<file path="config.mk">
export PLATFORM = sky130hd
export DESIGN_NAME = greedy_centroid_tracker_core
export DESIGN_NICKNAME = d
export VERILOG_FILES = /design/src/hdl/gct_pkg.sv /design/src/hdl/greedy_centroid_tracker_core.sv
export VERILOG_INCLUDE_DIRS = /design/src /design/src/hdl
export SDC_FILE = /design/constraint.sdc
export NUM_CORES = 2
export LEC_CHECK = 0
export BUFFER_PORTS_ARGS = -buffer_cell sky130_fd_sc_hd__buf_2
export CORE_ASPECT_RATIO = 0.5
export CORE_MARGIN = 1
export CORE_UTILIZATION = 50
export DETAILED_ROUTE_END_ITERATION = 12
export GPL_ROUTABILITY_DRIVEN = 0
export HOLD_SLACK_MARGIN = 0.15
export PLACE_DENSITY = 0.74
export SETUP_SLACK_MARGIN = 0.1
export SYNTH_ARGS = -nofsm -noshare
export SYNTH_HDL_FRONTEND = slang
export SYNTH_SLANG_ARGS = --single-unit
</file>
<file path="constraint.sdc">
create_clock -name clk_i -period 13.2 [get_ports clk_i]
set_input_delay 2.64 -clock clk_i [delete_from_list [all_inputs] [get_ports clk_i]]
set_output_delay 2.64 -clock clk_i [all_outputs]
set_load 0.02 [all_outputs]
</file>
<file path="src/hdl/assert_macros.svh">
// assertion macros shared by the tracker rtl
`ifndef ASSERT_MACROS_SVH
`define ASSERT_MACROS_SVH

// check a property on every rising clock edge outside reset
`define GCT_ASSERT(label, prop, msg) \
  label: assert property (@(posedge clk_i) disable iff (!rst_ni) (prop)) else $error(msg);

// check that a condition holds in the cycle after a trigger
`define GCT_ASSERT_NEXT(label, trig, prop, msg) \
  label: assert property (@(posedge clk_i) disable iff (!rst_ni) (trig) |=> (prop)) \
    else $error(msg);

`endif

</file>
<file path="src/hdl/gct_pkg.sv">
// types and constants of the greedy centroid tracker
package gct_pkg;

  localparam int unsigned TRACK_SLOTS_DEF    = 16;
  localparam int unsigned MAX_DETECTIONS_DEF = 16;

  localparam logic [13:0] ID_TOP       = 14'd9999;
  localparam logic [9:0]  RADIUS_FLOOR = 10'd8;
  localparam logic [9:0]  RADIUS_RST   = 10'd32;
  localparam logic [7:0]  LOST_RST     = 8'd5;

  // floor(v / 3) for v below 4096 as (v * 2731) >> 13
  localparam logic [12:0] RECIP3       = 13'd2731;

  localparam logic [1:0] CFG_MATCH_RADIUS = 2'd0;
  localparam logic [1:0] CFG_LOST_LIMIT   = 2'd1;

  typedef struct packed {
    logic [19:0] area;
    logic [9:0]  h;
    logic [9:0]  w;
    logic [9:0]  y;
    logic [9:0]  x;
  } det_t;

  typedef struct packed {
    logic [13:0] id;
    logic [9:0]  x;
    logic [9:0]  y;
    logic [9:0]  w;
    logic [9:0]  h;
    logic [19:0] area;
    logic [15:0] age;
    logic [7:0]  lost;
  } slot_t;

endpackage

</file>
<file path="src/hdl/greedy_centroid_tracker_core.sv">
// greedy nearest-neighbor centroid tracker core
//
//  channel | direction | handshake              | payload
//  in      | input     | in_valid_i/in_ready_o   | op, det_x/y/width/height/area
//  out     | output    | out_valid_o/out_ready_i | track fields, active_count, last
//  cfg     | input     | cfg_valid_i/cfg_ready_o | cfg_index_i, cfg_data_i
//
// a detection request is written to the detection memory while it has
// room; an end-of-frame request runs the update through the slot and
// detection memories: each active track and detection pair goes
// through the distance unit, each active track is updated, idle slots
// are skipped and new tracks are opened, then results are emitted
// reset clears the active bits and counters and loads the config defaults; no clearing pass
// a stalled output holds the sequencer in its emit state, or in its start state for an empty table
module greedy_centroid_tracker_core
  import gct_pkg::*;
#(
  parameter int unsigned TRACK_SLOTS    = TRACK_SLOTS_DEF,
  parameter int unsigned MAX_DETECTIONS = MAX_DETECTIONS_DEF
) (
  input  logic        clk_i,
  input  logic        rst_ni,
  input  logic        in_valid_i,
  output logic        in_ready_o,
  input  logic        op_i,
  input  logic [9:0]  det_x_i,
  input  logic [9:0]  det_y_i,
  input  logic [9:0]  det_width_i,
  input  logic [9:0]  det_height_i,
  input  logic [19:0] det_area_i,
  output logic        out_valid_o,
  input  logic        out_ready_i,
  output logic        track_valid_o,
  output logic [13:0] track_id_o,
  output logic [9:0]  track_x_o,
  output logic [9:0]  track_y_o,
  output logic [9:0]  track_width_o,
  output logic [9:0]  track_height_o,
  output logic [19:0] track_area_o,
  output logic [15:0] track_age_o,
  output logic [7:0]  frames_lost_o,
  output logic [4:0]  active_count_o,
  output logic        last_o,
  input  logic        cfg_valid_i,
  output logic        cfg_ready_o,
  input  logic [1:0]  cfg_index_i,
  input  logic [9:0]  cfg_data_i
);

`include "assert_macros.svh"

  localparam int unsigned SW = (TRACK_SLOTS > 1) ? $clog2(TRACK_SLOTS) : 1;
  localparam int unsigned TW = $clog2(TRACK_SLOTS + 1);
  localparam int unsigned DW = (MAX_DETECTIONS > 1) ? $clog2(MAX_DETECTIONS) : 1;
  localparam int unsigned CW = $clog2(MAX_DETECTIONS + 1);

  typedef enum logic [3:0] {
    S_IDLE, S_TRK, S_DRD, S_DSQ, S_DCMP, S_MUPD, S_MRD, S_MWR,
    S_NEW, S_NRD, S_NWR, S_OSTART, S_OSCAN, S_ORD, S_OEMIT
  } state_e;

  state_e state_q;

  slot_t slot_mem [TRACK_SLOTS];
  det_t  det_mem  [MAX_DETECTIONS];
  slot_t slot_rdata_q;
  det_t  det_rdata_q;

  logic              slot_we;
  logic [SW-1:0]     slot_waddr;
  slot_t             slot_wdata;
  logic [SW-1:0]     slot_raddr;
  logic              det_we;
  logic [DW-1:0]     det_waddr;
  det_t              det_wdata;
  logic [DW-1:0]     det_raddr;

  logic [TRACK_SLOTS-1:0]    active_q;
  logic [MAX_DETECTIONS-1:0] used_q;
  logic [CW-1:0]             det_count_q;
  logic [TW-1:0]             t_q;
  logic [CW-1:0]             d_q;
  logic [DW-1:0]             best_q;
  logic [20:0]               best_dd_q;
  logic                      found_q;
  logic [19:0]               sqx_q, sqy_q;
  logic [19:0]               r2_q;
  logic [SW-1:0]             fs_q;
  logic [13:0]               next_ident_q;
  logic [TW-1:0]             cnt_q, k_q;
  logic [9:0]                radius_q;
  logic [7:0]                limit_q;

  logic out_valid_q;
  slot_t out_q;
  logic out_tv_q, out_last_q;
  logic [TW-1:0] out_cnt_q;

  // combinational helpers
  logic [9:0]  reff;
  logic [9:0]  dx, dy;
  logic [20:0] dd;
  logic [11:0] vx, vy;
  logic [24:0] px, py;
  logic [7:0]  lost_n;
  logic [15:0] age_n;
  logic        free_any;
  logic [SW-1:0] free_idx;
  logic [TW-1:0] active_num;
  logic        out_free;
  logic        out_set;
  logic        in_acc;

  assign in_ready_o  = (state_q == S_IDLE);
  assign cfg_ready_o = 1'b1;
  assign in_acc      = in_valid_i && in_ready_o;
  assign out_free    = !out_valid_q || out_ready_i;
  // a result is loaded into the output register this cycle
  assign out_set     = out_free && ((state_q == S_OEMIT) ||
                                    (state_q == S_OSTART && active_num == '0));

  assign reff = (radius_q < RADIUS_FLOOR) ? RADIUS_FLOOR : radius_q;
  assign dx = (det_rdata_q.x > slot_rdata_q.x) ? det_rdata_q.x - slot_rdata_q.x
                                                : slot_rdata_q.x - det_rdata_q.x;
  assign dy = (det_rdata_q.y > slot_rdata_q.y) ? det_rdata_q.y - slot_rdata_q.y
                                                : slot_rdata_q.y - det_rdata_q.y;
  assign dd = {1'b0, sqx_q} + {1'b0, sqy_q};
  assign vx = {1'b0, slot_rdata_q.x, 1'b0} + {2'b00, det_rdata_q.x};
  assign vy = {1'b0, slot_rdata_q.y, 1'b0} + {2'b00, det_rdata_q.y};
  assign px = vx * RECIP3;
  assign py = vy * RECIP3;
  assign lost_n = (slot_rdata_q.lost == 8'hFF) ? 8'hFF : slot_rdata_q.lost + 8'd1;
  assign age_n  = (slot_rdata_q.age == 16'hFFFF) ? 16'hFFFF : slot_rdata_q.age + 16'd1;
  assign active_num = TW'($countones(active_q));

  always_comb begin
    free_any = 1'b0;
    free_idx = '0;
    for (int i = TRACK_SLOTS - 1; i >= 0; i--) begin
      if (!active_q[i]) begin
        free_any = 1'b1;
        free_idx = SW'(i);
      end
    end
  end

  // memory port control
  always_comb begin
    slot_we    = 1'b0;
    slot_waddr = t_q[SW-1:0];
    slot_wdata = slot_rdata_q;
    slot_raddr = t_q[SW-1:0];
    det_we     = 1'b0;
    det_waddr  = det_count_q[DW-1:0];
    det_wdata  = '{area: det_area_i, h: det_height_i, w: det_width_i,
                   y: det_y_i, x: det_x_i};
    det_raddr  = (state_q == S_MRD || state_q == S_MWR) ? best_q : d_q[DW-1:0];
    unique case (state_q)
      S_IDLE: begin
        det_we = in_acc && !op_i && (det_count_q < CW'(MAX_DETECTIONS));
      end
      S_MWR: begin
        slot_we = 1'b1;
        if (found_q) begin
          slot_wdata.x    = px[22:13];
          slot_wdata.y    = py[22:13];
          slot_wdata.w    = det_rdata_q.w;
          slot_wdata.h    = det_rdata_q.h;
          slot_wdata.area = det_rdata_q.area;
          slot_wdata.age  = age_n;
          slot_wdata.lost = 8'd0;
        end else begin
          slot_wdata.lost = lost_n;
        end
      end
      S_NWR: begin
        slot_we    = 1'b1;
        slot_waddr = fs_q;
        slot_wdata = '{id: next_ident_q, x: det_rdata_q.x, y: det_rdata_q.y,
                       w: det_rdata_q.w, h: det_rdata_q.h, area: det_rdata_q.area,
                       age: 16'd1, lost: 8'd0};
      end
      default: ;
    endcase
  end

  always_ff @(posedge clk_i) begin
    if (slot_we) slot_mem[slot_waddr] <= slot_wdata;
    slot_rdata_q <= slot_mem[slot_raddr];
  end

  always_ff @(posedge clk_i) begin
    if (det_we) det_mem[det_waddr] <= det_wdata;
    det_rdata_q <= det_mem[det_raddr];
  end

  always_ff @(posedge clk_i or negedge rst_ni) begin
    if (!rst_ni) begin
      radius_q <= RADIUS_RST;
      limit_q  <= LOST_RST;
    end else if (cfg_valid_i) begin
      case (cfg_index_i)
        CFG_MATCH_RADIUS: radius_q <= cfg_data_i;
        CFG_LOST_LIMIT:   limit_q  <= cfg_data_i[7:0];
        default: ;
      endcase
    end
  end

  always_ff @(posedge clk_i or negedge rst_ni) begin
    if (!rst_ni) begin
      state_q      <= S_IDLE;
      active_q     <= '0;
      used_q       <= '0;
      det_count_q  <= '0;
      t_q          <= '0;
      d_q          <= '0;
      best_q       <= '0;
      best_dd_q    <= '0;
      found_q      <= 1'b0;
      sqx_q        <= '0;
      sqy_q        <= '0;
      fs_q         <= '0;
      next_ident_q <= 14'd1;
      cnt_q        <= '0;
      k_q          <= '0;
      r2_q         <= '0;
      out_valid_q  <= 1'b0;
      out_q        <= '0;
      out_tv_q     <= 1'b0;
      out_cnt_q    <= '0;
      out_last_q   <= 1'b0;
    end else begin
      if (out_set) out_valid_q <= 1'b1;
      else if (out_ready_i) out_valid_q <= 1'b0;
      unique case (state_q)
        S_IDLE: begin
          if (in_acc) begin
            if (!op_i) begin
              if (det_count_q < CW'(MAX_DETECTIONS)) det_count_q <= det_count_q + 1'b1;
            end else begin
              r2_q    <= reff * reff;
              t_q     <= '0;
              used_q  <= '0;
              state_q <= S_TRK;
            end
          end
        end
        S_TRK: begin
          if (t_q == TW'(TRACK_SLOTS)) begin
            d_q     <= '0;
            state_q <= S_NEW;
          end else if (!active_q[t_q[SW-1:0]]) begin
            t_q <= t_q + 1'b1;
          end else begin
            d_q     <= '0;
            found_q <= 1'b0;
            state_q <= (det_count_q != '0) ? S_DRD : S_MUPD;
          end
        end
        S_DRD: state_q <= S_DSQ;
        S_DSQ: begin
          sqx_q   <= dx * dx;
          sqy_q   <= dy * dy;
          state_q <= S_DCMP;
        end
        S_DCMP: begin
          if (!used_q[d_q[DW-1:0]] && dd <= {1'b0, r2_q} && (!found_q || dd < best_dd_q)) begin
            found_q   <= 1'b1;
            best_dd_q <= dd;
            best_q    <= d_q[DW-1:0];
          end
          if (d_q + 1'b1 == det_count_q) begin
            state_q <= S_MUPD;
          end else begin
            d_q     <= d_q + 1'b1;
            state_q <= S_DRD;
          end
        end
        S_MUPD: state_q <= found_q ? S_MRD : S_MWR;
        S_MRD:  state_q <= S_MWR;
        S_MWR: begin
          if (found_q) used_q[best_q] <= 1'b1;
          else if (lost_n > limit_q) active_q[t_q[SW-1:0]] <= 1'b0;
          t_q     <= t_q + 1'b1;
          state_q <= S_TRK;
        end
        S_NEW: begin
          if (d_q == det_count_q || !free_any) begin
            state_q <= S_OSTART;
          end else if (used_q[d_q[DW-1:0]]) begin
            d_q <= d_q + 1'b1;
          end else begin
            fs_q    <= free_idx;
            state_q <= S_NRD;
          end
        end
        S_NRD: state_q <= S_NWR;
        S_NWR: begin
          active_q[fs_q] <= 1'b1;
          next_ident_q   <= (next_ident_q >= ID_TOP) ? 14'd1 : next_ident_q + 14'd1;
          d_q            <= d_q + 1'b1;
          state_q        <= S_NEW;
        end
        S_OSTART: begin
          det_count_q <= '0;
          cnt_q       <= active_num;
          t_q         <= '0;
          k_q         <= '0;
          if (active_num != '0) begin
            state_q <= S_OSCAN;
          end else if (out_free) begin
            // empty table: a single result with the valid flag clear
            out_q       <= '0;
            out_tv_q    <= 1'b0;
            out_cnt_q   <= '0;
            out_last_q  <= 1'b1;
            state_q     <= S_IDLE;
          end
        end
        S_OSCAN: begin
          if (t_q == TW'(TRACK_SLOTS)) state_q <= S_IDLE;
          else if (active_q[t_q[SW-1:0]]) state_q <= S_ORD;
          else t_q <= t_q + 1'b1;
        end
        S_ORD: state_q <= S_OEMIT;
        S_OEMIT: begin
          if (out_free) begin
            out_q       <= slot_rdata_q;
            out_tv_q    <= 1'b1;
            out_cnt_q   <= cnt_q;
            out_last_q  <= (k_q + 1'b1 == cnt_q);
            k_q         <= k_q + 1'b1;
            t_q         <= t_q + 1'b1;
            state_q     <= (k_q + 1'b1 == cnt_q) ? S_IDLE : S_OSCAN;
          end
        end
        default: state_q <= S_IDLE;
      endcase
    end
  end

  assign out_valid_o    = out_valid_q;
  assign track_valid_o  = out_tv_q;
  assign track_id_o     = out_q.id;
  assign track_x_o      = out_q.x;
  assign track_y_o      = out_q.y;
  assign track_width_o  = out_q.w;
  assign track_height_o = out_q.h;
  assign track_area_o   = out_q.area;
  assign track_age_o    = out_q.age;
  assign frames_lost_o  = out_q.lost;
  assign active_count_o = 5'(out_cnt_q);
  assign last_o         = out_last_q;

  `GCT_ASSERT(a_det_count_bound, det_count_q <= CW'(MAX_DETECTIONS), "det count overflow")
  `GCT_ASSERT(a_ident_range, next_ident_q != 14'd0 && next_ident_q <= ID_TOP, "bad next id")
  `GCT_ASSERT(a_empty_is_last, !(out_valid_o && !track_valid_o) || last_o, "empty not last")
  `GCT_ASSERT(a_count_nonzero, !(out_valid_o && track_valid_o) || active_count_o != 5'd0,
              "track with zero count")
  `GCT_ASSERT_NEXT(a_frame_clears, state_q == S_OSTART, det_count_q == '0,
                   "det buffer not emptied")

endmodule
</file>
==> results.py <==
metrics = {
    "outcome": {
        "status": "complete, no violations",
    },
    "logic_synthesis": {
        "yosysUniqueCellTypes": 91,
        "yosysTopAreaCell": "edfxtp_1",
        "yosysWarnings": 0,
        "syn_avg_cell_area_um2": 17.6,
        "synth_nets": 8081,
        "synth_edf_count": 2528,
        "syn_area_um2": 129000,
        "synth_top_cell_area_share_pct": 58.8,
        "ys.flop_type": "edfxtp_1",
        "seq_area_frac_synth_pct": 66.8,
        "synthTopCellsByArea": "edfxtp_1 (59%), mux4_2 (13%), dfrtp_1 (5.5%)",
        "syn_inst": 7328,
        "synth-seq-cells": 2972,
        "async_reset_ff_share_pct": 9.62,
    },
    "clock_network": {
        "cts_setup_buffers": 0,
        "root_buffer": "clkbuf_16",
        "clock_sinks": 2972,
        "cts.path.max_buffers": 4,
        "cts_hold_buffers": 0,
        "numCtsBuffers": 271,
        "cts_tree": "yes",
        "cts-htree-levels": 5,
        "path_clk_slew_ns": 0.07,
        "postCtsResizedCells": 0,
        "worstSkewPairLatency_ns": 0.86,
    },
    "drt": {
        "drtIter0Drc": 7822,
        "num_vias": 68302,
        "drc": 0,
        "routedWlPerCell_um": 26.7,
        "finalWirelength_mm": 301,
        "drt-pass1-iter-count": 6,
        "ant_nets": 0,
        "vias_per_cell": 6.06,
    },
    "setup_path": {
        "startpoint_type": "flip-flop",
        "cp_data_arrival_time_ns": 9.50,
        "cp.required_ns": 13.87,
        "critPathBufInv": 3,
        "worstPathMaxFanout": 18,
        "path_delay_family": "adder cells",
        "crit_path_max_incr_delay_ns": 0.63,
        "cpMaxStageDelayCell": "ha_1",
        "crit_type": "flip-flop to flip-flop",
        "crit_path_end_kind": "flip-flop",
        "cp_common_cell": "fa_1",
    },
    "grt": {
        "track_usage_pct": 22.9,
        "grt_max_degree": 140,
        "grt_pass1_wl_mm": 448,
        "first_global_vias": 69388,
        "antenna_found_initial": 33,
        "gr-total-overflow": 0,
    },
    "timing": {
        "drv_slew": 0,
        "tightest_slew_ns": 1.31,
        "max_freq_mhz": 113,
        "maxSlewHeadroom_pct": 12.5,
        "min_period_over_period_pct": 66.9,
        "post-route-min-period_ns": 8.84,
        "setup-tns-final_ns": 0,
        "fin_skew_ns": 0.0670,
        "final_hold_viol_count": 0,
        "rsz0062_at_grt": "no",
        "setup_viol": 0,
    },
    "hold_path": {
        "hp-class": "flip-flop to flip-flop",
    },
    "placement": {
        "dpl.cell_count": 10785,
        "io_buffers": 184,
        "postPlaceCellArea_um2": 135000,
        "dpl.hpwl_mm": 172,
    },
    "floorplan": {
        "num_io_pins": 186,
        "die_area_um2": 260000,
        "num_rows": 131,
        "die_y_um": 361,
        "core_area_um2": 256000,
        "start_util_pct": 50.5,
        "fp.dieW_um": 721,
    },
    "finish": {
        "area_growth_pct": 10.9,
        "postLayoutCellArea_um2": 143000,
        "layout_common_cells": "edfxtp_1 (2,528), mux4_2 (740), inv_1 (486), ha_1 (440), nand2_1 (403)",
        "stdcell_count": 11270,
        "final_common_cell": "edfxtp_1",
        "final_core_util_pct": 56.0,
        "drive_above_1_share_pct": 20.6,
        "layout.nets": 8353,
    },
    "flow_run": {
        "maxCapViolations": 0,
    },
}
kinds of logic after synthesis:
family,synth area share [%]
other,0.00290
adders and majority gates,7.91
DFF,66.8
and+or+nand+nor,3.87
xor gates and xnor gates,1.11
AOI/OAI and AO/OA,4.16
buffers and inverters,2.39
muxes,13.8
layer usage:
layer | track usage, % | up-vias | share of wire, % | wire length (µm)
met4 | 6.58 | 26 | 3.0 | 8950
met3 | 3.41 | 544 | 7.7 | 23200
li1 | - | 28929 | - | -
met1 | 32.5 | 35757 | 41 | 123000
met5 | 0 | - | 0.049 | 148
met2 | 37.5 | 3046 | 48 | 146000
flip-flops by register name, summed over array words and instances (netlist names), 14 cells and up:
signal	flops
slot_mem	1568
det_mem	960
slot_rdata_q	98
det_rdata_q	60
best_dd_q	21
track_area_o	20
r2_q	19
sqx_q	19
sqy_q	19
active_q	16
track_age_o	16
used_q	16
next_ident_q	14
track_id_o	14
final timing paths:
kind                                     startpoint                           end  slack (ns)  depth (start not counted)
setup / recovery           slot_rdata_q[74]$_DFF_P_         sqx_q[18]$_DFFE_PN0P_        4.36                         28
hold / removal                   t_q[4]$_DFFE_PN0P_            t_q[4]$_DFFE_PN0P_        0.48                          1
setup reg to reg           slot_rdata_q[74]$_DFF_P_         sqx_q[18]$_DFFE_PN0P_        4.36                         28
hold reg to reg                  t_q[4]$_DFFE_PN0P_            t_q[4]$_DFFE_PN0P_        0.48                          1
max in group asynchronous                    rst_ni  track_area_o[15]$_DFFE_PN0P_        9.51                          3
min in group asynchronous                    rst_ni         sqx_q[18]$_DFFE_PN0P_        1.81                          1
metrics by stage:
step | setup WS [ns] | hold slack [ns]
3_5_place_dp | 4.40 | 0.469
5_1_grt | 3.75 | 0.507
2_1_floorplan | 5.12 | 0.437
6_report | 4.36 | 0.475
4_1_cts | 4.37 | 0.480
3_3_place_gp | 4.59 | 0.458
Yosys cell counts, types with 51 or more instances:
library cell / n
a31oi_1: 75
inv_1: 486
edfxtp_1: 2528
clkbuf_1: 222
nand3_1: 66
xnor2_1: 94
a21o_1: 51
mux4_2: 740
dfrtp_1: 282
and2_1: 103
ha_1: 440
a22o_1: 89
a21oi_1: 134
fa_1: 235
dfxtp_1: 158
a211oi_1: 74
o21ai_0: 217
nand2_1: 403
buf_1: 52
mux2_2: 87
xor2_1: 64
nor2_1: 244
final cells by class:
class | count | area (µm²)
antenna | 4 | 10.0
fill | 19020 | 113000
sequential | 2972 | 86300
clock inverter | 121 | 1250
timing repair buffer | 315 | 2050
clock buffer | 360 | 7410
tap | 3458 | 4330
multi-input combinational | 3551 | 40100
inverter | 489 | 1840
Power is left out: the tool's default activity adds up to more than one toggle a clock period on the data nets, which glitch-free logic cannot reach.
